### src/rtl/qalu_pkg.sv
`timescale 1ns / 1ps
`default_nettype none
// ----------------------------------------------------------------------------
// qalu_pkg
// Shared widths, operation codes and product tables of the quaternion ALU.
// ----------------------------------------------------------------------------
package qalu_pkg;

  // component format, signed Q8.8
  localparam int CW         = 16;
  localparam int FB         = 8;
  // one product, a sum of four products, a sum of four squares
  localparam int PROD_W     = 2 * CW;
  localparam int ACC_W      = PROD_W + 2;
  localparam int DEN_W      = PROD_W + 1;
  // rounding adder for the product path
  localparam int RND_W      = ACC_W + 1;
  // quotient with one guard bit for rounding, and the step pipeline depth
  localparam int QUO_W      = CW + 2;
  localparam int DIV_SHIFT  = QUO_W - FB - 1;
  localparam int PIPE_DEPTH = QUO_W;
  // square root: radicand padded to two bits per step
  localparam int SQ_RAD_W   = 2 * PIPE_DEPTH;
  localparam int SQ_REM_W   = PIPE_DEPTH + 2;
  localparam int NORM_W     = CW + 1;

  localparam logic signed [CW-1:0] CMAX = {1'b0, {(CW-1){1'b1}}};
  localparam logic signed [CW-1:0] CMIN = {1'b1, {(CW-1){1'b0}}};
  localparam logic signed [RND_W-1:0] RND_HALF = RND_W'(FB == 0 ? 0 : (1 << (FB - 1)));

  typedef enum logic [1:0] {
    OP_ADD  = 2'd0,
    OP_MUL  = 2'd1,
    OP_DIV  = 2'd2,
    OP_NORM = 2'd3
  } op_e;

  // destination component of a[y]*b[x], entry y*4+x
  localparam logic [1:0] PROD_DST_TBL [16] = '{
    2'd0, 2'd1, 2'd2, 2'd3,
    2'd1, 2'd0, 2'd3, 2'd2,
    2'd2, 2'd3, 2'd0, 2'd1,
    2'd3, 2'd2, 2'd1, 2'd0
  };
  // sign flip of a[y]*b[x] in the Hamilton product, bit y*4+x
  localparam logic [15:0] PROD_NEG_TBL = 16'hC6A0;
  // sign flip of term y of component d in A*conj(B), bit d*4+y
  localparam logic [15:0] DIV_NEG_TBL  = 16'h3950;

  // data carried beside the divider and square root pipelines
  typedef struct packed {
    op_e                 op;
    logic [3:0][CW-1:0]  comp;
    logic                ovf;
    logic                dz;
  } side_t;

endpackage
`default_nettype wire

### src/rtl/qalu_lane.sv
`timescale 1ns / 1ps
`default_nettype none
// ----------------------------------------------------------------------------
// qalu_lane
// One product lane: four signed products, then their signed sum.
// ----------------------------------------------------------------------------
module qalu_lane (
  input  wire logic                              clk_i,
  input  wire logic                              en_i,
  input  wire logic signed [3:0][qalu_pkg::CW-1:0] opa_i,
  input  wire logic signed [3:0][qalu_pkg::CW-1:0] opb_i,
  input  wire logic [3:0]                        neg_i,
  output      logic signed [qalu_pkg::ACC_W-1:0]  acc_o
);

  logic signed [qalu_pkg::PROD_W-1:0] prod_d [4];
  logic signed [qalu_pkg::PROD_W-1:0] prod_q [4];
  logic [3:0]                         neg_q;
  logic signed [qalu_pkg::ACC_W-1:0]  acc_d;
  logic signed [qalu_pkg::ACC_W-1:0]  acc_q;

  // multiplier row
  always_comb begin
    for (int y = 0; y < 4; y++) begin
      prod_d[y] = qalu_pkg::PROD_W'($signed(opa_i[y]) * $signed(opb_i[y]));
    end
  end

  always_ff @(posedge clk_i) begin
    if (en_i) begin
      prod_q <= prod_d;
      neg_q  <= neg_i;
    end
  end

  // signed sum of the four products
  always_comb begin
    acc_d = '0;
    for (int y = 0; y < 4; y++) begin
      if (neg_q[y]) begin
        acc_d = acc_d - qalu_pkg::ACC_W'(prod_q[y]);
      end else begin
        acc_d = acc_d + qalu_pkg::ACC_W'(prod_q[y]);
      end
    end
  end

  always_ff @(posedge clk_i) begin
    if (en_i) begin
      acc_q <= acc_d;
    end
  end

  assign acc_o = acc_q;

endmodule
`default_nettype wire

### config.mk
export PLATFORM = sky130hd
export DESIGN_NAME = qalu_lane
export DESIGN_NICKNAME = d
export VERILOG_FILES = /design/src/rtl/qalu_pkg.sv /design/src/rtl/qalu_lane.sv
export SDC_FILE = /design/constraint.sdc
export NUM_CORES = 2
export LEC_CHECK = 0
export ABC_AREA = 1
export BUFFER_PORTS_ARGS = -buffer_cell sky130_fd_sc_hd__buf_2
export CAP_MARGIN = 20
export CORE_UTILIZATION = 67
export CTS_BUF_LIST = sky130_fd_sc_hd__clkbuf_16
export CTS_CLUSTER_SIZE = 10
export DETAILED_ROUTE_END_ITERATION = 16
export PLACE_DENSITY = 0.95
export SLEW_MARGIN = 0
export SYNTH_ARGS = -nofsm -noshare
export SYNTH_HDL_FRONTEND = slang
export SYNTH_SLANG_ARGS = --single-unit
### constraint.sdc
create_clock -name clk_i -period 13.7 [get_ports clk_i]
set_input_delay 0.685 -clock clk_i [delete_from_list [all_inputs] [get_ports clk_i]]
set_output_delay 0.685 -clock clk_i [all_outputs]
set_load 0.1 [all_outputs]
After elaboration in Yosys (flattened, before gate mapping)
Cells that the tools add are included.

$mul: 4. Add/sub/neg operators: 7. Muxes and demuxes: 4.

Operator list (count): 34-bit 2-to-1 mux (4); 16-bit by 16-bit multiplier with 32-bit output (4); 34-bit by 32-bit adder with 34-bit output (3); 34-bit by 32-bit subtractor with 34-bit output (3); 1-bit by 32-bit subtractor with 33-bit output, first input constant (1).

Input port bits: 134. Register bits after elaboration: 166. Output and inout bits: 34.

Depth between registers and ports, before layout
Depth after elaboration: 8. Mapped depth: 40. Gate-level depth less buffers: 40.

Worst setup path before layout
Ideal clock, no wire load.

Kind: input -> register. Start point: input port opb_i[1] (netlist bit). End point: register prod_q[124] (netlist bit), data pin. Setup time: 0.260 ns. Stages on the path: 24. Data arrival time: 5.891 ns. Slack: 7.549 ns. Required time: 13.440 ns. Buffers on the path: 2. Path through: clkbuf_1 -> clkbuf_1 -> nand2_1 -> fa_1 -> inv_1 -> fa_1 -> inv_1 -> fa_1 -> fa_1 -> inv_1 -> fa_1 -> inv_1 -> fa_1 -> inv_1 -> ha_1 -> nand2_1 -> inv_1 -> a21oi_1 -> nand3_1 -> a21boi_0 -> o21ai_2 -> nand3_1 -> nand3_1 -> xor2_1.

RTL lines: start: declaration (line qalu_lane.sv:11) `input wire logic signed [3:0][qalu_pkg::CW-1:0] opb_i,`; end signal: assignment (line qalu_lane.sv:31) `prod_q <= prod_d;`; end: declaration (line qalu_lane.sv:17) `logic signed [qalu_pkg::PROD_W-1:0] prod_q [4];`.

Worst setup path in the final report
Start point: register neg_q[1]. End point: register acc_q, in the netlist acc_o[33], data pin.

Cells in the longest elaborated chain, start to end: 5. Elaborated cells on any way between the ends: 7.

RTL lines: start: declaration (line qalu_lane.sv:18) `logic [3:0] neg_q;`; start signal: assignment (line qalu_lane.sv:32) `neg_q <= neg_i;`; 34-bit 2-to-1 mux * (line qalu_lane.sv:40) `if (neg_q[y]) begin`; 34-bit by 32-bit adder with 34-bit output or 34-bit by 32-bit subtractor with 34-bit output (tied branches) (line qalu_lane.sv:43, qalu_lane.sv:41); 34-bit 2-to-1 mux * (line qalu_lane.sv:40); 34-bit by 32-bit adder with 34-bit output or 34-bit by 32-bit subtractor with 34-bit output (tied branches) (line qalu_lane.sv:43, qalu_lane.sv:41); 34-bit 2-to-1 mux * (line qalu_lane.sv:40); via acc_d, one bit (line qalu_lane.sv:19) `logic signed [qalu_pkg::ACC_W-1:0] acc_d;`; end signal: assignment (line qalu_lane.sv:50) `acc_q <= acc_d;`; end: declaration (line qalu_lane.sv:20) `logic signed [qalu_pkg::ACC_W-1:0] acc_q;`.

The timed path passes the listed nets; every way through them passes the cells marked *. A chain may end at the register's enable or synchronous reset.

==> out/qor.yml <==
synth:
  avgSynthCellArea_um2: 8.11
  synthAdderAreaFrac: 0.495
  synth_simple_gate_area_frac: 0.155
  synthMuxAreaShare: 0
  yosysUniqueCellTypes: 54
  synth-seq-area-share: 0.0933
  synth.top_cells.by_area: "fa_1 39%, inv_1 13%, nand2_1 10%, ha_1 10%, edfxtp_1 9.3%"
  synth-compound-area-share: 0.0572
  synth-edff-count: 166
  yosysTopAreaCell: "fa_1"
  synth_nets: 8205
  ys_warn_count: 0
  synth_flop_cell: "edfxtp_1"
  yosys.area_share.xor_xnor: 0.0597
  yosysMostFrequentCell: "inv_1"
  synth_commonest_cells: "1,792 x inv_1, 1,476 x nand2_1, 1,051 x fa_1"
  synth_top_family_by_area: "adder cells"
  synthDominantCellAreaShare: 0.394
  synthArstFlopShare: 0
  syn_area_um2: 53400
  netlist_instances: 6589
  synth_seq_cells: 166
finish:
  design_area_um2: 55400
  finalNetCount: 8189
  fill_cells: 5710
  seqCellArea_um2: 4980
  drive_gt1_frac: 0.0451
  antennaDiodeCount: 0
  area_delta_synth_final_pct: 3.66
  multiInputGateArea_um2: 40900
timing:
  setup_viol: 0
  grt_setup_unrepaired: "false"
  worstMarginPinSlew_ns: 1.09
  hold_viol_final: 0
  fmax_mhz: 144
  timing.final.crit_share: 0.509
  final.setup.tns_ns: 0
  slew_viol_final: 0
  max_slew_margin: 0.276
  min_period_ns: 6.97
  clock_skew_ns: 0.0122
floorplan:
  fp.dieArea_um2: 80900
  initial_core_util: 0.677
  die_w_um: 284
  core-area_um2: 78900
  pin_count: 168
  num_rows: 103
  die_h_um: 284
drt:
  drc_errors: 0
  ant_nets: 0
  detail_route.wl_per_cell_um: 17.4
  drt_pass1_iterations: 8
  detail_route.wirelength_um: 133000
  route.vias.total: 43100
  drt-initial-drc-count: 3996
  via_per_inst: 5.65
global_route:
  grt_remaining_overflow: 0
  grt_pass1_vias: 46700
  grt_pass1_wl_um: 223000
  grt_max_degree: 86
  antenna_found_initial: 0
  gr-usage-all-layers: 0.342
worst_setup_path:
  critPathCaptureType: "flop"
  required_ns: 13.94
  cp_slowest_cell: "edfxtp_1"
  max_stage_delay_ns: 0.78
  critPathMaxFanout: 22
  startpoint_type: "flop"
  arrival_ns: 7.20
  critPathKind: "reg -> reg"
  cp_common_cell: "nand2_1"
outcome:
  status: "completed"
placed_design:
  gp_congestion: 1.03
  io_buffers: 167
  dpl.hpwl_um: 113000
  placed_area_um2: 54800
clock_tree:
  postCtsSetupRepairBufs: 0
  cts_made_buffers: 17
  cts-resized-gates: 0
  htree_levels: 4
  clk_latency_ns: 0.48
  clk_pin_slew_ns: 0.07
  clock_sinks: 166
  cts_tree: "yes"
  clockBufferDepth: 2
  hold_buffers: 0
  cts_root_buf: "clkbuf_16"
flow_run:
  maxCapViolCount: 0
worst_hold_path:
  hp-class: "in -> reg"
## layout by cell type, fill, tap and decap left out, types with 3 or more instances in the layout
master | netlist | layout
buf_2 | 3 | 166
nor4_1 | 17 | 17
nor2_2 | 4 | 4
nand3b_1 | 6 | 6
clkinvlp_4 | 0 | 3
a21oi_1 | 276 | 276
fa_1 | 1051 | 1051
nand4_1 | 16 | 16
nand3_1 | 103 | 103
inv_1 | 1792 | 1793
nor3_2 | 6 | 6
nor3_1 | 54 | 54
a21oi_2 | 3 | 3
ha_1 | 431 | 431
nand2_1 | 1476 | 1476
edfxtp_1 | 166 | 166
o21a_1 | 5 | 5
nor2_1 | 280 | 280
o21ai_2 | 7 | 7
o31ai_1 | 8 | 8
inv_6 | 0 | 6
o21ai_1 | 19 | 19
xor2_1 | 223 | 223
clkbuf_16 | 0 | 17
or2_2 | 62 | 62
nor2_4 | 3 | 3
inv_8 | 0 | 3
nand3_2 | 3 | 3
xnor2_1 | 141 | 141
o211ai_1 | 12 | 12
a31oi_1 | 17 | 17
o21bai_1 | 18 | 18
o2111ai_1 | 5 | 5
a21o_1 | 25 | 25
a21boi_0 | 7 | 7
o21ai_0 | 124 | 124
## path summary, 6_finish.rpt
check | from | endpoint | slack (ns) | cells after the start
max reg2reg | neg_q[1] | acc_o[33] | 6.73 | 30
min reg2reg | prod_q[0] | acc_o[0] | 0.77 | 2
max | neg_q[1] | acc_o[33] | 6.73 | 30
min | neg_i[0] | neg_q[0] | 0.40 | 1
## cell families after synthesis
logic type | Yosys count
AOI/OAI and AO/OA | 541
xor gates and xnor gates | 364
adders and majority gates | 1482
buffers and inverters | 1996
DFF | 166
and+or+nand+nor | 2040
## flip-flops by register name (all words and copies together), names as in the netlist
signal / count
acc_o: 34
prod_q: 128
neg_q: 4
## metrics by stage
stage / util / hold WS (ns) / instances / setup WS [ns]
2_1_floorplan: - / 0.689 / 6589 / 7.55
3_3_place_gp: 0.695 / 0.726 / 7604 / 7.04
3_5_place_dp: 0.695 / 0.754 / 7604 / 6.83
4_1_cts: 0.702 / 0.375 / 7636 / 6.92
5_1_grt: 0.702 / 0.376 / 7636 / 6.23
6_report: 0.702 / 0.397 / 7636 / 6.73
## critical path, delay by kind of cell, from the launching register on
family	cells	cell delay (ns)
and+or+nand+nor	15	1.97
AOI/OAI and AO/OA	7	1.58
adders and majority gates	3	1.10
xor gates and xnor gates	3	0.84
DFF	1	0.78
buffers and inverters	2	0.45
## metal layers
| metal | wire length (um) | vias up | track usage |
|---|---|---|---|
| met3 | 11100 | 565 | 0.0417 |
| met2 | 64700 | 2372 | 0.578 |
| met5 | 0 | - | 0 |
| met1 | 50600 | 20900 | 0.443 |
| met4 | 6110 | 0 | 0.151 |
| li1 | - | 19300 | - |
## area by class of cell
type | count | area share
multi-input combinational | 4427 | 0.739
timing repair buffer | 168 | 0.0153
clock inverter | 15 | 0.00242
sequential | 166 | 0.0900
inverter | 1793 | 0.122
clock buffer | 17 | 0.00768
tap | 1050 | 0.0237
Power is not shown: default switching activity piles up to over one toggle a cycle in this logic, so the estimate is an artifact.
