==> config.mk <==
export PLATFORM = sky130hd
export DESIGN_NAME = qalu_sqrt
export DESIGN_NICKNAME = d
export VERILOG_FILES = /design/src/rtl/qalu_pkg.sv /design/src/rtl/qalu_sqrt.sv
export SDC_FILE = /design/constraint.sdc
export NUM_CORES = 1
export LEC_CHECK = 0
export BUFFER_PORTS_ARGS = -buffer_cell sky130_fd_sc_hd__buf_2
export CAP_MARGIN = 20
export CORE_MARGIN = 2
export CORE_UTILIZATION = 30
export CTS_CLUSTER_DIAMETER = 40
export CTS_CLUSTER_SIZE = 8
export DETAILED_ROUTE_END_ITERATION = 10
export GPL_TIMING_DRIVEN = 0
export SLEW_MARGIN = 20
export SYNTH_ARGS = -nofsm -noshare
export SYNTH_HDL_FRONTEND = slang
export SYNTH_SLANG_ARGS = --single-unit
==> constraint.sdc <==
create_clock -name clk_i -period 3.49 [get_ports clk_i]
set_input_delay 0.349 -clock clk_i [delete_from_list [all_inputs] [get_ports clk_i]]
set_output_delay 0.349 -clock clk_i [all_outputs]
set_load 0.05 [all_outputs]
==> src/rtl/qalu_pkg.sv <==
`timescale 1ns / 1ps
`default_nettype none
// ----------------------------------------------------------------------------
// qalu_pkg
// Shared widths, operation codes and product tables of the quaternion ALU.
// ----------------------------------------------------------------------------
package qalu_pkg;

  // component format, signed Q8.8
  localparam int CW         = 16;
  localparam int FB         = 8;
  // one product, a sum of four products, a sum of four squares
  localparam int PROD_W     = 2 * CW;
  localparam int ACC_W      = PROD_W + 2;
  localparam int DEN_W      = PROD_W + 1;
  // rounding adder for the product path
  localparam int RND_W      = ACC_W + 1;
  // quotient with one guard bit for rounding, and the step pipeline depth
  localparam int QUO_W      = CW + 2;
  localparam int DIV_SHIFT  = QUO_W - FB - 1;
  localparam int PIPE_DEPTH = QUO_W;
  // square root: radicand padded to two bits per step
  localparam int SQ_RAD_W   = 2 * PIPE_DEPTH;
  localparam int SQ_REM_W   = PIPE_DEPTH + 2;
  localparam int NORM_W     = CW + 1;

  localparam logic signed [CW-1:0] CMAX = {1'b0, {(CW-1){1'b1}}};
  localparam logic signed [CW-1:0] CMIN = {1'b1, {(CW-1){1'b0}}};
  localparam logic signed [RND_W-1:0] RND_HALF = RND_W'(FB == 0 ? 0 : (1 << (FB - 1)));

  typedef enum logic [1:0] {
    OP_ADD  = 2'd0,
    OP_MUL  = 2'd1,
    OP_DIV  = 2'd2,
    OP_NORM = 2'd3
  } op_e;

  // destination component of a[y]*b[x], entry y*4+x
  localparam logic [1:0] PROD_DST_TBL [16] = '{
    2'd0, 2'd1, 2'd2, 2'd3,
    2'd1, 2'd0, 2'd3, 2'd2,
    2'd2, 2'd3, 2'd0, 2'd1,
    2'd3, 2'd2, 2'd1, 2'd0
  };
  // sign flip of a[y]*b[x] in the Hamilton product, bit y*4+x
  localparam logic [15:0] PROD_NEG_TBL = 16'hC6A0;
  // sign flip of term y of component d in A*conj(B), bit d*4+y
  localparam logic [15:0] DIV_NEG_TBL  = 16'h3950;

  // data carried beside the divider and square root pipelines
  typedef struct packed {
    op_e                 op;
    logic [3:0][CW-1:0]  comp;
    logic                ovf;
    logic                dz;
  } side_t;

endpackage
`default_nettype wire

==> src/rtl/qalu_sqrt.sv <==
`timescale 1ns / 1ps
`default_nettype none
// ----------------------------------------------------------------------------
// qalu_sqrt
// Pipelined integer square root, one root bit per stage, floor result.
// ----------------------------------------------------------------------------
module qalu_sqrt (
  input  wire logic                        clk_i,
  input  wire logic                        en_i,
  input  wire logic [qalu_pkg::DEN_W-1:0]  rad_i,
  output      logic [qalu_pkg::NORM_W-1:0] root_o
);

  typedef struct packed {
    logic [qalu_pkg::SQ_REM_W-1:0]   rem;
    logic [qalu_pkg::PIPE_DEPTH-1:0] root;
    logic [qalu_pkg::SQ_RAD_W-1:0]   rad;
  } sq_st_t;

  sq_st_t init_st;
  sq_st_t st_q [qalu_pkg::PIPE_DEPTH];

  // bring down two radicand bits and try the next root bit
  function automatic sq_st_t sq_step(input sq_st_t s);
    sq_st_t                        r;
    logic [qalu_pkg::SQ_REM_W-1:0] rem2;
    logic [qalu_pkg::SQ_REM_W-1:0] trial;
    rem2  = {s.rem[qalu_pkg::SQ_REM_W-3:0], s.rad[qalu_pkg::SQ_RAD_W-1 -: 2]};
    trial = {s.root, 2'b01};
    r.rad = {s.rad[qalu_pkg::SQ_RAD_W-3:0], 2'b00};
    if (rem2 >= trial) begin
      r.rem  = rem2 - trial;
      r.root = {s.root[qalu_pkg::PIPE_DEPTH-2:0], 1'b1};
    end else begin
      r.rem  = rem2;
      r.root = {s.root[qalu_pkg::PIPE_DEPTH-2:0], 1'b0};
    end
    return r;
  endfunction

  always_comb begin
    init_st.rem  = '0;
    init_st.root = '0;
    init_st.rad  = qalu_pkg::SQ_RAD_W'(rad_i);
  end

  // step pipeline
  for (genvar k = 0; k < qalu_pkg::PIPE_DEPTH; k++) begin : g_stage
    if (k == 0) begin : g_first
      always_ff @(posedge clk_i) begin
        if (en_i) begin
          st_q[k] <= sq_step(init_st);
        end
      end
    end else begin : g_next
      always_ff @(posedge clk_i) begin
        if (en_i) begin
          st_q[k] <= sq_step(st_q[k-1]);
        end
      end
    end
  end

  assign root_o = st_q[qalu_pkg::PIPE_DEPTH-1].root[qalu_pkg::NORM_W-1:0];

endmodule
`default_nettype wire

; Word level (Yosys, flattened, before mapping)
; Memories as Yosys holds them, arrays and structs flattened.
; Index checks and enable logic that the tools add are counted.
; Widths: inputs -> output; s select.
[word_totals]
regBits = 0
n_memories = 1
output_inout_bits = 17
elab_cells = 72
inputBits = 35
mem_bits_rw = 1296
[classes]
n_mux = 37
add_sub_neg = 17
n_lt_le_gt_ge = 17
[memory_table]
columns = name, depth, width, rd, rd_clocked_by_memory_dff, wr, line_no
row1 = st_q, 18, 72, 18, 0, 18, qalu_sqrt.sv:21  ; sq_st_t st_q [qalu_pkg::PIPE_DEPTH];
[op_table]
columns = cell, count
row1 = $mux 38, 35
row2 = $ge 20x20->1, 17
row3 = $sub 20x20->20, 17
row4 = $mux 1, 2

; Logic depth before layout (Yosys ltp)
; An unclocked memory read counts as a cell.
[logic_depth]
depth_word = 4
depth_mapped = 12
mapped_depth_nobuf = 10

; Least setup slack after synthesis
; OpenSTA, ideal clock, no wires.
[synth_path]
kind = register to register
startpoint = memory st_q[15][61] (netlist bit)
endpoint = memory st_q[16][63] (netlist bit), data pin
arrival_time_ns = 2.426
synth_period_minus_slack_ns = 2.689
setup_ns = 0.262
stages_incl_launch_ff = 9
t_required_ns = 3.228
n_path_buf = 1
slack_ns = 0.801
cell_sequence = edfxtp_1 ha_1 a21oi_1 o21ai_1 a21oi_1 o21ai_1 a2111oi_4 buf_4 mux2_1
[synth_lines]
columns = item, line_no
row1 = from (decl), qalu_sqrt.sv:21

==> run_results.csv <==
group,metric,value,unit
sta,skew,72.9,ps
setup_path,cp_top_family,"compound AO/OA/AOI/OAI gates",
cts,cts_tree,"built",
global_routing,grt_pass1_wl,86600,um
die,dieArea,0.111,mm^2
place,dpl.hpwl,35500,um
yosys,syn_nets,2627,
yosys,syn_area,0.0326,mm^2
yosys,ys_async_sr_fraction,0,
sta,max_slew.worst_pin.slew,902,ps
final_layout,post-route-util,0.360,
setup_path,end_kind,"flop",
yosys,yosys_most_used_dff,"edfxtp_1",
place,place_congestion,0.888,
yosys,synth_edf_count,722,
route,wire_per_inst,12.8,um
die,num_rows,120,
status,status,"finished, final reports clean",
die,ioPinCount,52,
pwr,ir_drop,473,uV
global_routing,overflow,0,
run,maxCapViolations,0,
setup_path,path_cells,"inv_1 -> ha_1 -> clkbuf_1 -> a21o_1 -> o41ai_1 -> o221ai_1 -> clkbuf_1 -> mux2_1",
setup_path,cp-start-kind,"flop",
global_routing,grt_max_degree,113,
sta,max_freq,310,MHz
setup_path,crit_buf_inv,3,
cts,cts.clk_slew.worst_paths,50,ps
sta,relSlewSlack,0.391,
final_layout,diodes,0,
min_path,min_path_cells,1,
yosys,syn_area_per_cell,13.5,um^2
yosys,synth.distinct_cells,76,
cts,clock_latency,690,ps
die,die_x,334,um
setup_path,crit_required,3920,ps
sta,rsz0062_at_grt,"false",
yosys,synth_warnings,0,
setup_path,cpMostUsedCell,"clkbuf_1",
die,die_y,334,um
setup_path,max_stage_delay,810,ps
sta,drv_slew,0,
setup_path,reg2reg_setup_slack,260,ps
route,antenna_left,0,
route,drt_wl_total,52300,um
final_layout,reg_top3,"st_q x722",
cts,cts_buffers,117,
global_routing,grt_pass1_vias,18500,
pwr,fin_total_pwr,24.7,mW
min_path,min_to,"st_q[1][17]",
final_layout,largest_reg_flops,722,
yosys,synth_seq_cells,722,
setup_path,crit_type,"reg -> reg",
setup_path,r2r-end,"st_q[12][63]",
route,drcViolationCount,0,
min_path,holdCritStartpoint,"en_i",
setup_path,worst_r2r_startpoint,"st_q[11][39]",
global_routing,grt_use_total,0.0931,
min_path,hold_class,"in -> reg",
global_routing,antenna_found_initial,0,
setup_path,cp_max_fo,10,
die,initial_utilization,0.304,
final_layout,fin_nets,2836,
cts,cts_buffer_depth,3,
route,dr_total_vias,18500,
route,drtIter0Drc,992,
sta,finalHoldViolations,0,
pwr,power_leakage,14.7,nW
setup_path,r2r_cells,8,
final_layout,area_growth,18.6,%
die,coreArea,0.108,mm^2
yosys,synth_seq_area_share,0.664,
yosys,syn_inst,2422,
final_layout,final_layout_size_suffix_gt1_frac,0.0924,
setup_path,cpMaxStageDelayCell,"o41ai_1",
sta,fin_crit,3230,ps
setup_path,worstPathArrival,3660,ps
cts,cts_num_sinks,722,
cts,cts_max_level,3,
sta,setup_violations,0,
place,portBuffers,51,
final_layout,regMostFlops,"st_q",
sta,min_period_over_period,0.926,
route,first_pass_iters,5,
route,vias_per_cell,4.52,
cts,cts_root_buf,"clkbuf_16",
pwr,power_density,638,mW/mm^2
## per-layer routing
metal | GRT usage | wire length (um)
met2 | 0.167 | 26900
met4 | 0.0448 | 1770
met1 | 0.102 | 21400
met3 | 0.0238 | 2300
met5 | 0 | 0
## placed cells by master (no fill, tap or decap), types with 15 or more instances in the layout
cell type / synthesis / routed
ha_1: 170 / 170
mux2_1: 19 / 19
nor4_1: 23 / 23
nor2_1: 182 / 182
a21o_1: 36 / 36
o21ai_0: 64 / 64
nor2b_1: 16 / 16
xor2_1: 98 / 98
o21ai_1: 54 / 54
xnor2_1: 100 / 100
clkbuf_1: 23 / 46
nand2_1: 132 / 132
nand2b_1: 36 / 36
o21a_1: 33 / 33
a211oi_1: 18 / 18
nand4_1: 23 / 23
clkbuf_16: 0 / 118
edfxtp_1: 722 / 722
a21oi_1: 160 / 160
or3_1: 25 / 25
inv_1: 197 / 197
dlygate4sd3_1: 0 / 33
nor3_1: 61 / 61
buf_2: 7 / 57
clkinv_1: 0 / 15
nand3_1: 40 / 40
## cell usage after synthesis (all sizes together), types with 7 or more instances
| master | instances | area, um^2 |
|---|---|---|
| edfxtp | 722 | 21700 |
| ha | 170 | 2130 |
| xnor2 | 100 | 876 |
| nor2b | 16 | 100 |
| nand3 | 40 | 200 |
| nand3b | 8 | 60.1 |
| inv | 201 | 754 |
| o21ai | 118 | 591 |
| buf | 10 | 50.1 |
| o31ai | 10 | 80.1 |
| xor2 | 98 | 858 |
| o21a | 33 | 248 |
| a21oi | 160 | 801 |
| nor4 | 23 | 144 |
| or4 | 10 | 78.8 |
| mux2i | 7 | 70.1 |
| and3 | 9 | 56.3 |
| a211o | 8 | 70.1 |
| o211ai | 15 | 126 |
| nand4 | 23 | 144 |
| nor2 | 182 | 683 |
| mux2 | 33 | 372 |
| clkbuf | 23 | 86.3 |
| a31oi | 11 | 68.8 |
| a211oi | 19 | 148 |
| nor3 | 62 | 315 |
| or3 | 25 | 156 |
| nand2 | 133 | 502 |
| nand2b | 36 | 225 |
| a21o | 36 | 270 |
| or2 | 9 | 56.3 |
## through the flow
step	std cells	hold slack [ps]	instance area [um^2]	worst slack [ps]	TNS, ps
after floorplan	2422	400	32600	801	0
after global placement	3876	400	34600	-8850	-6323100
after detailed placement	3882	405	34800	-131	-1100
after CTS	4099	178	38700	116	0
after global routing	4099	187	38700	47.7	0
final	4099	188	38700	259	0
## cell families after synthesis
kind of cell	after synthesis	share of synthesized area
buffers and inverters	234	0.0273
and+or+nand+nor	597	0.0888
muxes	40	0.0135
AOI/OAI and AO/OA	460	0.0875
DFF	722	0.664
xor gates and xnor gates	198	0.0531
other	1	0.000115
adders and majority gates	170	0.0652
## area by class of cell
class,instances,area [um^2]
Timing Repair Buffer,90,761
Tap cell,1403,1760
Buffer,33,138
Multi-Input combinational cell,1466,10100
Inverter,201,754
Clock inverter,43,523
Clock buffer,141,3040
Fill cell,10300,68800
Sequential cell,722,21700
## worst register-to-register path: stages, from the launching register on
cell and delay, ps:
edfxtp_1 390, inv_1 70, ha_1 220, clkbuf_1 220, a21o_1 290, o41ai_1 810
o221ai_1 270, clkbuf_1 320, mux2_1 390
## report_power, final
group | switching [mW] | internal (mW) | leakage, nW
clock network | 3.67 | 6.65 | 1.72
registers | 0.435 | 10.7 | 6.91
logic | 1.82 | 1.40 | 6.05
## timing repair
| item | 4_1_cts | 5_1_grt |
|---|---|---|
| gates resized for setup | 1 | 1 |
| hold endpoints to repair | 33 | 0 |
| endpoints found under the setup margin | 10 | 12 |
| pin swaps | 0 | 1 |
| hold buffers | 33 | 0 |
| buffers inserted | 0 | 0 |
## how the worst max path moves through the flow
stage / from / to / cells past startpoint
floorplan: st_q[15][61] / st_q[16][63] / 8
global placement: en_i / st_q[16][48] / 1
detailed placement: st_q[13][46] / st_q[14][53] / 11
CTS: st_q[15][37] / st_q[16][66] / 9
global route: st_q[15][37] / st_q[16][66] / 9
finish: st_q[11][39] / st_q[12][63] / 8
No activity file was read; power rests on OpenSTA's default activity.
