--- src/rtl/qalu_pkg.sv ---
`timescale 1ns / 1ps
`default_nettype none
// ----------------------------------------------------------------------------
// qalu_pkg
// Shared widths, operation codes and product tables of the quaternion ALU.
// ----------------------------------------------------------------------------
package qalu_pkg;

  // component format, signed Q8.8
  localparam int CW         = 16;
  localparam int FB         = 8;
  // one product, a sum of four products, a sum of four squares
  localparam int PROD_W     = 2 * CW;
  localparam int ACC_W      = PROD_W + 2;
  localparam int DEN_W      = PROD_W + 1;
  // rounding adder for the product path
  localparam int RND_W      = ACC_W + 1;
  // quotient with one guard bit for rounding, and the step pipeline depth
  localparam int QUO_W      = CW + 2;
  localparam int DIV_SHIFT  = QUO_W - FB - 1;
  localparam int PIPE_DEPTH = QUO_W;
  // square root: radicand padded to two bits per step
  localparam int SQ_RAD_W   = 2 * PIPE_DEPTH;
  localparam int SQ_REM_W   = PIPE_DEPTH + 2;
  localparam int NORM_W     = CW + 1;

  localparam logic signed [CW-1:0] CMAX = {1'b0, {(CW-1){1'b1}}};
  localparam logic signed [CW-1:0] CMIN = {1'b1, {(CW-1){1'b0}}};
  localparam logic signed [RND_W-1:0] RND_HALF = RND_W'(FB == 0 ? 0 : (1 << (FB - 1)));

  typedef enum logic [1:0] {
    OP_ADD  = 2'd0,
    OP_MUL  = 2'd1,
    OP_DIV  = 2'd2,
    OP_NORM = 2'd3
  } op_e;

  // destination component of a[y]*b[x], entry y*4+x
  localparam logic [1:0] PROD_DST_TBL [16] = '{
    2'd0, 2'd1, 2'd2, 2'd3,
    2'd1, 2'd0, 2'd3, 2'd2,
    2'd2, 2'd3, 2'd0, 2'd1,
    2'd3, 2'd2, 2'd1, 2'd0
  };
  // sign flip of a[y]*b[x] in the Hamilton product, bit y*4+x
  localparam logic [15:0] PROD_NEG_TBL = 16'hC6A0;
  // sign flip of term y of component d in A*conj(B), bit d*4+y
  localparam logic [15:0] DIV_NEG_TBL  = 16'h3950;

  // data carried beside the divider and square root pipelines
  typedef struct packed {
    op_e                 op;
    logic [3:0][CW-1:0]  comp;
    logic                ovf;
    logic                dz;
  } side_t;

endpackage
`default_nettype wire

--- src/rtl/qalu_div.sv ---
`timescale 1ns / 1ps
`default_nettype none
// ----------------------------------------------------------------------------
// qalu_div
// Pipelined restoring divider: one quotient bit per stage, rounded to
// nearest with ties away from zero, saturated to the component range.
// ----------------------------------------------------------------------------
module qalu_div (
  input  wire logic                               clk_i,
  input  wire logic                               en_i,
  input  wire logic signed [qalu_pkg::ACC_W-1:0]  num_i,
  input  wire logic [qalu_pkg::DEN_W-1:0]         den_i,
  output      logic signed [qalu_pkg::CW-1:0]     quo_o,
  output      logic                               ovf_o
);

  typedef struct packed {
    logic [qalu_pkg::ACC_W-1:0] rem;
    logic [qalu_pkg::QUO_W-1:0] quo;
    logic [qalu_pkg::QUO_W-1:0] dvd;
    logic [qalu_pkg::DEN_W-1:0] den;
    logic                       neg;
    logic                       big;
  } div_st_t;

  logic [qalu_pkg::DEN_W-1:0] mag;
  div_st_t                    init_st;
  div_st_t                    st_q [qalu_pkg::PIPE_DEPTH];
  div_st_t                    last_st;
  logic [qalu_pkg::QUO_W:0]   rnd_sum;
  logic [qalu_pkg::QUO_W-1:0] rnd;

  // one compare and subtract
  function automatic div_st_t div_step(input div_st_t s);
    div_st_t                    r;
    logic [qalu_pkg::ACC_W-1:0] rem2;
    r    = s;
    rem2 = {s.rem[qalu_pkg::ACC_W-2:0], s.dvd[qalu_pkg::QUO_W-1]};
    r.dvd = {s.dvd[qalu_pkg::QUO_W-2:0], 1'b0};
    if (rem2 >= qalu_pkg::ACC_W'(s.den)) begin
      r.rem = rem2 - qalu_pkg::ACC_W'(s.den);
      r.quo = {s.quo[qalu_pkg::QUO_W-2:0], 1'b1};
    end else begin
      r.rem = rem2;
      r.quo = {s.quo[qalu_pkg::QUO_W-2:0], 1'b0};
    end
    return r;
  endfunction

  // magnitude, upper remainder and early overflow
  always_comb begin
    mag = num_i[qalu_pkg::ACC_W-1] ? qalu_pkg::DEN_W'(-num_i)
                                   : qalu_pkg::DEN_W'(num_i);
    init_st.rem = qalu_pkg::ACC_W'(mag >> qalu_pkg::DIV_SHIFT);
    init_st.quo = '0;
    init_st.dvd = qalu_pkg::QUO_W'(mag) << (qalu_pkg::FB + 1);
    init_st.den = den_i;
    init_st.neg = num_i[qalu_pkg::ACC_W-1];
    init_st.big = (mag >> qalu_pkg::DIV_SHIFT) >= den_i;
  end

  // step pipeline
  for (genvar k = 0; k < qalu_pkg::PIPE_DEPTH; k++) begin : g_stage
    if (k == 0) begin : g_first
      always_ff @(posedge clk_i) begin
        if (en_i) begin
          st_q[k] <= div_step(init_st);
        end
      end
    end else begin : g_next
      always_ff @(posedge clk_i) begin
        if (en_i) begin
          st_q[k] <= div_step(st_q[k-1]);
        end
      end
    end
  end

  // rounding and saturation
  always_comb begin
    last_st = st_q[qalu_pkg::PIPE_DEPTH-1];
    rnd_sum = (qalu_pkg::QUO_W + 1)'(last_st.quo) + 1'b1;
    rnd     = rnd_sum[qalu_pkg::QUO_W:1];
    if (last_st.neg) begin
      ovf_o = last_st.big || (rnd > qalu_pkg::QUO_W'(1 << (qalu_pkg::CW - 1)));
      quo_o = ovf_o ? qalu_pkg::CMIN : qalu_pkg::CW'(-rnd);
    end else begin
      ovf_o = last_st.big || (rnd > qalu_pkg::QUO_W'(qalu_pkg::CMAX));
      quo_o = ovf_o ? qalu_pkg::CMAX : qalu_pkg::CW'(rnd);
    end
  end

endmodule
`default_nettype wire

--- config.mk ---
export PLATFORM = sky130hd
export DESIGN_NAME = qalu_div
export DESIGN_NICKNAME = d
export VERILOG_FILES = /design/src/rtl/qalu_pkg.sv /design/src/rtl/qalu_div.sv
export SDC_FILE = /design/constraint.sdc
export NUM_CORES = 2
export LEC_CHECK = 0
export BUFFER_PORTS_ARGS = -buffer_cell sky130_fd_sc_hd__clkbuf_2
export CAP_MARGIN = 20
export CORE_ASPECT_RATIO = 1.75
export CORE_MARGIN = 1
export CORE_UTILIZATION = 60
export CTS_BUF_LIST = sky130_fd_sc_hd__clkbuf_2
export CTS_CLUSTER_SIZE = 16
export DETAILED_ROUTE_END_ITERATION = 10
export PLACE_DENSITY_LB_ADDON = 0.12
export SYNTH_ARGS = -nofsm -noshare
export SYNTH_HDL_FRONTEND = slang
export SYNTH_SLANG_ARGS = --single-unit
--- constraint.sdc ---
create_clock -name clk_i -period 6.1 [get_ports clk_i]
set_input_delay 0.915 -clock clk_i [delete_from_list [all_inputs] [get_ports clk_i]]
set_output_delay 0.915 -clock clk_i [all_outputs]
set_load 0.1 [all_outputs]
======== After elaboration in Yosys (flattened, before gate mapping) ========
Memories as Yosys holds them, arrays and structs flattened.
Cells that the tools add are included.
storage, ports and cells
  register bits ........................... 0
  bits in writable memories ............... 1872
  input bits .............................. 69
  output and inout port bits .............. 17
  word-level logic and storage cells ...... 88
  memories kept ........................... 1
operators by class
  $add $sub $neg .......................... 21
  magnitude comparators ................... 21
  muxes and demuxes ....................... 43
  reduce and logical (&&, ||, !) cells .... 2
memory list
  memory  words  bits a word  rd ports  clocked after memory_dff  wr ports  line            text
  st_q    18     104          18        0                         18        qalu_div.sv:28  div_st_t st_q [qalu_pkg::PIPE_DEPTH];
operators with widths
  cell                                                   number
  2-to-1 mux 52 bit                                      36
  greater-or-equal comparator 34 x 33 -> 1 bit           17
  subtractor 34 x 33 -> 34 bit                           17
  2-to-1 mux 16 bit                                      3
  subtractor 25 x 33 -> 34 bit                           1
  greater-or-equal comparator 24 x 33 -> 1 bit           1
  greater-or-equal comparator 25 x 33 -> 1 bit           1
  2-to-1 mux 33 bit                                      1
  negator 33 bit                                         1
  adder 18 x 1 -> 19 bit (second input constant)         1
  > comparator 18 x 15 -> 1 bit (second input constant)  1
  > comparator 18 x 16 -> 1 bit (second input constant)  1
  negator 16 bit                                         1
  2-to-1 mux 1 bit                                       3
  logical OR 1 bit                                       2

======== Longest topological paths before layout ========
An unclocked memory read counts as a cell.
  depth in word-level cells ............... 6
  depth in mapped cells ................... 18
  gate-level depth less buffers ........... 17

======== Least setup slack after synthesis ========
OpenSTA, ideal clock, no wires.
  path type ............................... reg2out
  from .................................... memory st_q[17][54] (netlist bit)
  to ...................................... output quo_o[14] (netlist bit)
  arrival ................................. 4.456 ns
  required time ........................... 5.185 ns
  path slack .............................. 0.729 ns
  stages on the path, launching flop included .. 11
  buffers on the path ..................... 0
  path through ............................ edfxtp_1 > nand4_1 > nor4_1 > and3_1 > nand3_1 > o21a_1 > nor2_1 > a41o_1 > nand2_1 > o21a_1 > o21ai_0
RTL lines
  what             line            text
  start, declared  qalu_div.sv:28
  end, declared    qalu_div.sv:13  output logic signed [qalu_pkg::CW-1:0] quo_o,

==> impl_results.md <==
- Status: completed
- Max Clock Skew: 166 ps
- Final Cycle Share: 0.930
- Layout cell share with drive strength beyond 1: 0.126
- Largest fanout on the critical path: 18
- Synth Area in XOR/XNOR: 0.0564
- Yosys Warn Count: 0
- WHS: 164 ps
- Power per Cell Area: 483 nW/um^2
- Critical path required time: 5180 ps
- Largest family of logic cells by synthesized area: compound AO/OA/AOI/OAI gates
- Worst Path Arrival: 4760 ps
- Ys flop type: edfxtp_1
- Largest net degree at the start of global routing: 163
- RSZ-0062 raised after global routing: yes
- Maximum capacitance violations: 0
- Design Area, Final: 86000 um^2
- Post-synthesis mux area share: 0.0370
- NumNets Final: 8210
- Clock buffer count from CTS: 327
- Gr usage total: 0.288
- Insertion delay to the later sink of the worst-skew pair: 1710 ps
- Rel. slew slack: 0.174
- First-pass GRT wire length: 295000 um
- Synth-to-layout area growth: 8.75%
- # rows: 175
- Wirelength per Cell: 20.4 um
- Synth Cell Area: 79100 um^2
- Antenna viol nets, final: 0
- WL final: 192000 um
- Post-synthesis sequential area ratio: 0.518
- #FFs+latches synth: 1365
- Die area: 133000 um^2
- Cells after Synth: 7015
- Min Tclk post-route: 5670 ps
- Vias/cell: 5.89
- Worst-path clk slew: 110 ps
- Die X: 276 um
- Initial Util: 0.607
- Top Registers: st_q (1365)
- Post-DP HPWL: 150000 um
- Initial antenna violation count: 8
- Die H: 482 um
- DRC: 0
- Adder-Cell Fraction of Synth Area: 0.101
- EDFF count, synth: 1365
- Least-Margin Pin Slew: 1240 ps
- 1st-iter DRT viols: 2498
- H-tree depth: 5
- IO Count: 86
- Total power: 41.5 mW
- Via count: 55400
- Async SR Flop Fraction: 0
- Syn Nets: 7714
- Hold Vio Cnt, Final: 0
- Critical path endpoint category: output port
- Max VDD drop: 0.000212 V
- Core Region: 130000 um^2
- CTS tree: done
- # port buffers: 85
- Clk root buf: clkbuf_2
- Syn Area/Cell: 11.3 um^2
- Top reg by flops: st_q
- Largest area contributor in the netlist: edfxtp_1
- Final Setup Violations: 0
- Clock sinks: 1365
- Slew Limit Fails: 0
- Max reg flops: 1365
- GPL Wtd Cong: 0.974
- CP Launch Type: flip-flop
- CP Class: flip-flop to output port
- Vias in the first global route: 60000
- CTS Buffer Depth: 4
- Simple-Gate Fraction of Synth Area: 0.0926
- Netlist cell types: 99
- Leak: 36.1 nW
- Area contributors post-synth: edfxtp_1 (52%), ha_1 (9.7%), a21oi_1 (3.6%)
- Pre-antenna DRT Iters: 8
- Grt ovf: 0
- F_max: 176 MHz
- Placed Area: 82000 um^2
- Final Core Density: 0.660
- Compound-cell area share of the yosys netlist: 0.152
- Post-synth top area share: 0.518
- Hold Crit Class: input port to flip-flop
power breakdown:
group / switching (mW) / internal, mW
combinational: 11.8 / 9.13
clock: 3.60 / 2.13
sequential: 1.17 / 13.8
total: 16.5 / 25.0
stage by stage:
step / instances / setup TNS, ps / setup slack, ps
6_report: 9406 / 0 / 426
5_1_grt: 9406 / -274 / -87.5
4_1_cts: 9396 / 0 / 3.42
3_5_place_dp: 8738 / 0 / 108
3_3_place_gp: 8738 / 0 / 155
2_1_floorplan: 7015 / 0 / 729
worst paths after layout:
kind / from / endpoint / slack (ps) / cells after the start
max reg2reg: st_q[5][4] / st_q[6][74] / 1170 / 13
max: st_q[17][54] / quo_o[4] / 430 / 11
min: den_i[24] / st_q[0][0] / 160 / 3
min reg2reg: st_q[6][29] / st_q[7][29] / 320 / 0
per-layer routing:
metal  global-route usage  up-vias  wire length, um
met5                    0        -               11
met4                0.300        2            21000
met3               0.0400      724             4890
met2                0.626     1214           116000
met1                0.179    26500            49600
li1                     -    27000                -
placed cells by master, fill, tap and decap left out, types with 25 or more instances in the layout:
| cell type | instances |
|---|---|
| edfxtp_1 | 1365 |
| inv_1 | 728 |
| ha_1 | 613 |
| a21oi_1 | 575 |
| clkbuf_2 | 524 |
| nand2_1 | 449 |
| o21ai_0 | 415 |
| nor2_1 | 372 |
| xnor2_1 | 327 |
| a21o_1 | 262 |
| mux2_2 | 205 |
| xor2_1 | 182 |
| dlygate4sd3_1 | 124 |
| nand3_1 | 120 |
| o21a_1 | 84 |
| nand2b_1 | 78 |
| o21bai_1 | 75 |
| and3_1 | 75 |
| nor2b_1 | 72 |
| nand4_1 | 71 |
| buf_4 | 70 |
| nor3_1 | 69 |
| clkinv_1 | 63 |
| a211oi_1 | 59 |
| a31oi_1 | 59 |
| o31ai_1 | 58 |
| or2_2 | 37 |
| and2_1 | 34 |
| or3_1 | 33 |
| o211ai_1 | 25 |
| mux2_4 | 25 |
Yosys cell counts (70+ instances only):
cell type / count
a21o_1: 262
a21oi_1: 575
and3_1: 75
edfxtp_1: 1365
ha_1: 613
inv_1: 728
mux2_2: 205
nand2_1: 450
nand2b_1: 78
nand3_1: 120
nand4_1: 71
nor2_1: 372
nor2b_1: 72
nor3_1: 70
o21a_1: 84
o21ai_0: 415
o21bai_1: 75
xnor2_1: 327
xor2_1: 182
worst max-delay path: stages (launching register included):
cell and delay (ps):
edfxtp_1 480, nand4_1 210, buf_4 220, nor4_4 400, nand4_1 240, nor3_1 210
a21oi_1 90, nor3_4 260, a41o_4 260, o21ai_0 120, a22oi_1 200, clkbuf_2 490
kinds of logic after synthesis:
| logic type | count (synthesis) |
|---|---|
| buf+inv | 857 |
| compound gates | 1889 |
| simple gates | 1511 |
| mux | 254 |
| xor+xnor | 509 |
| flops | 1365 |
| fa+ha+maj | 630 |
timing repair:
action,CTS,global route
hold buffers,124,0
endpoints found under the hold margin,414,0
buffers inserted,0,1
resized for setup,8,11
setup endpoints to repair,15,11
pin swaps,0,1
final cells by class:
| type | instances | area (um^2) |
|---|---|---|
| clock inverters | 85 | 445 |
| flip-flops and latches | 1365 | 41000 |
| fillers | 10100 | 44300 |
| clock buffers | 449 | 2250 |
| repair buffers | 295 | 2560 |
| inverters | 729 | 2740 |
| multi-input cells | 4793 | 34900 |
| diodes | 9 | 22.5 |
| well taps | 1681 | 2100 |
No activity file was read; power rests on OpenSTA's default activity.
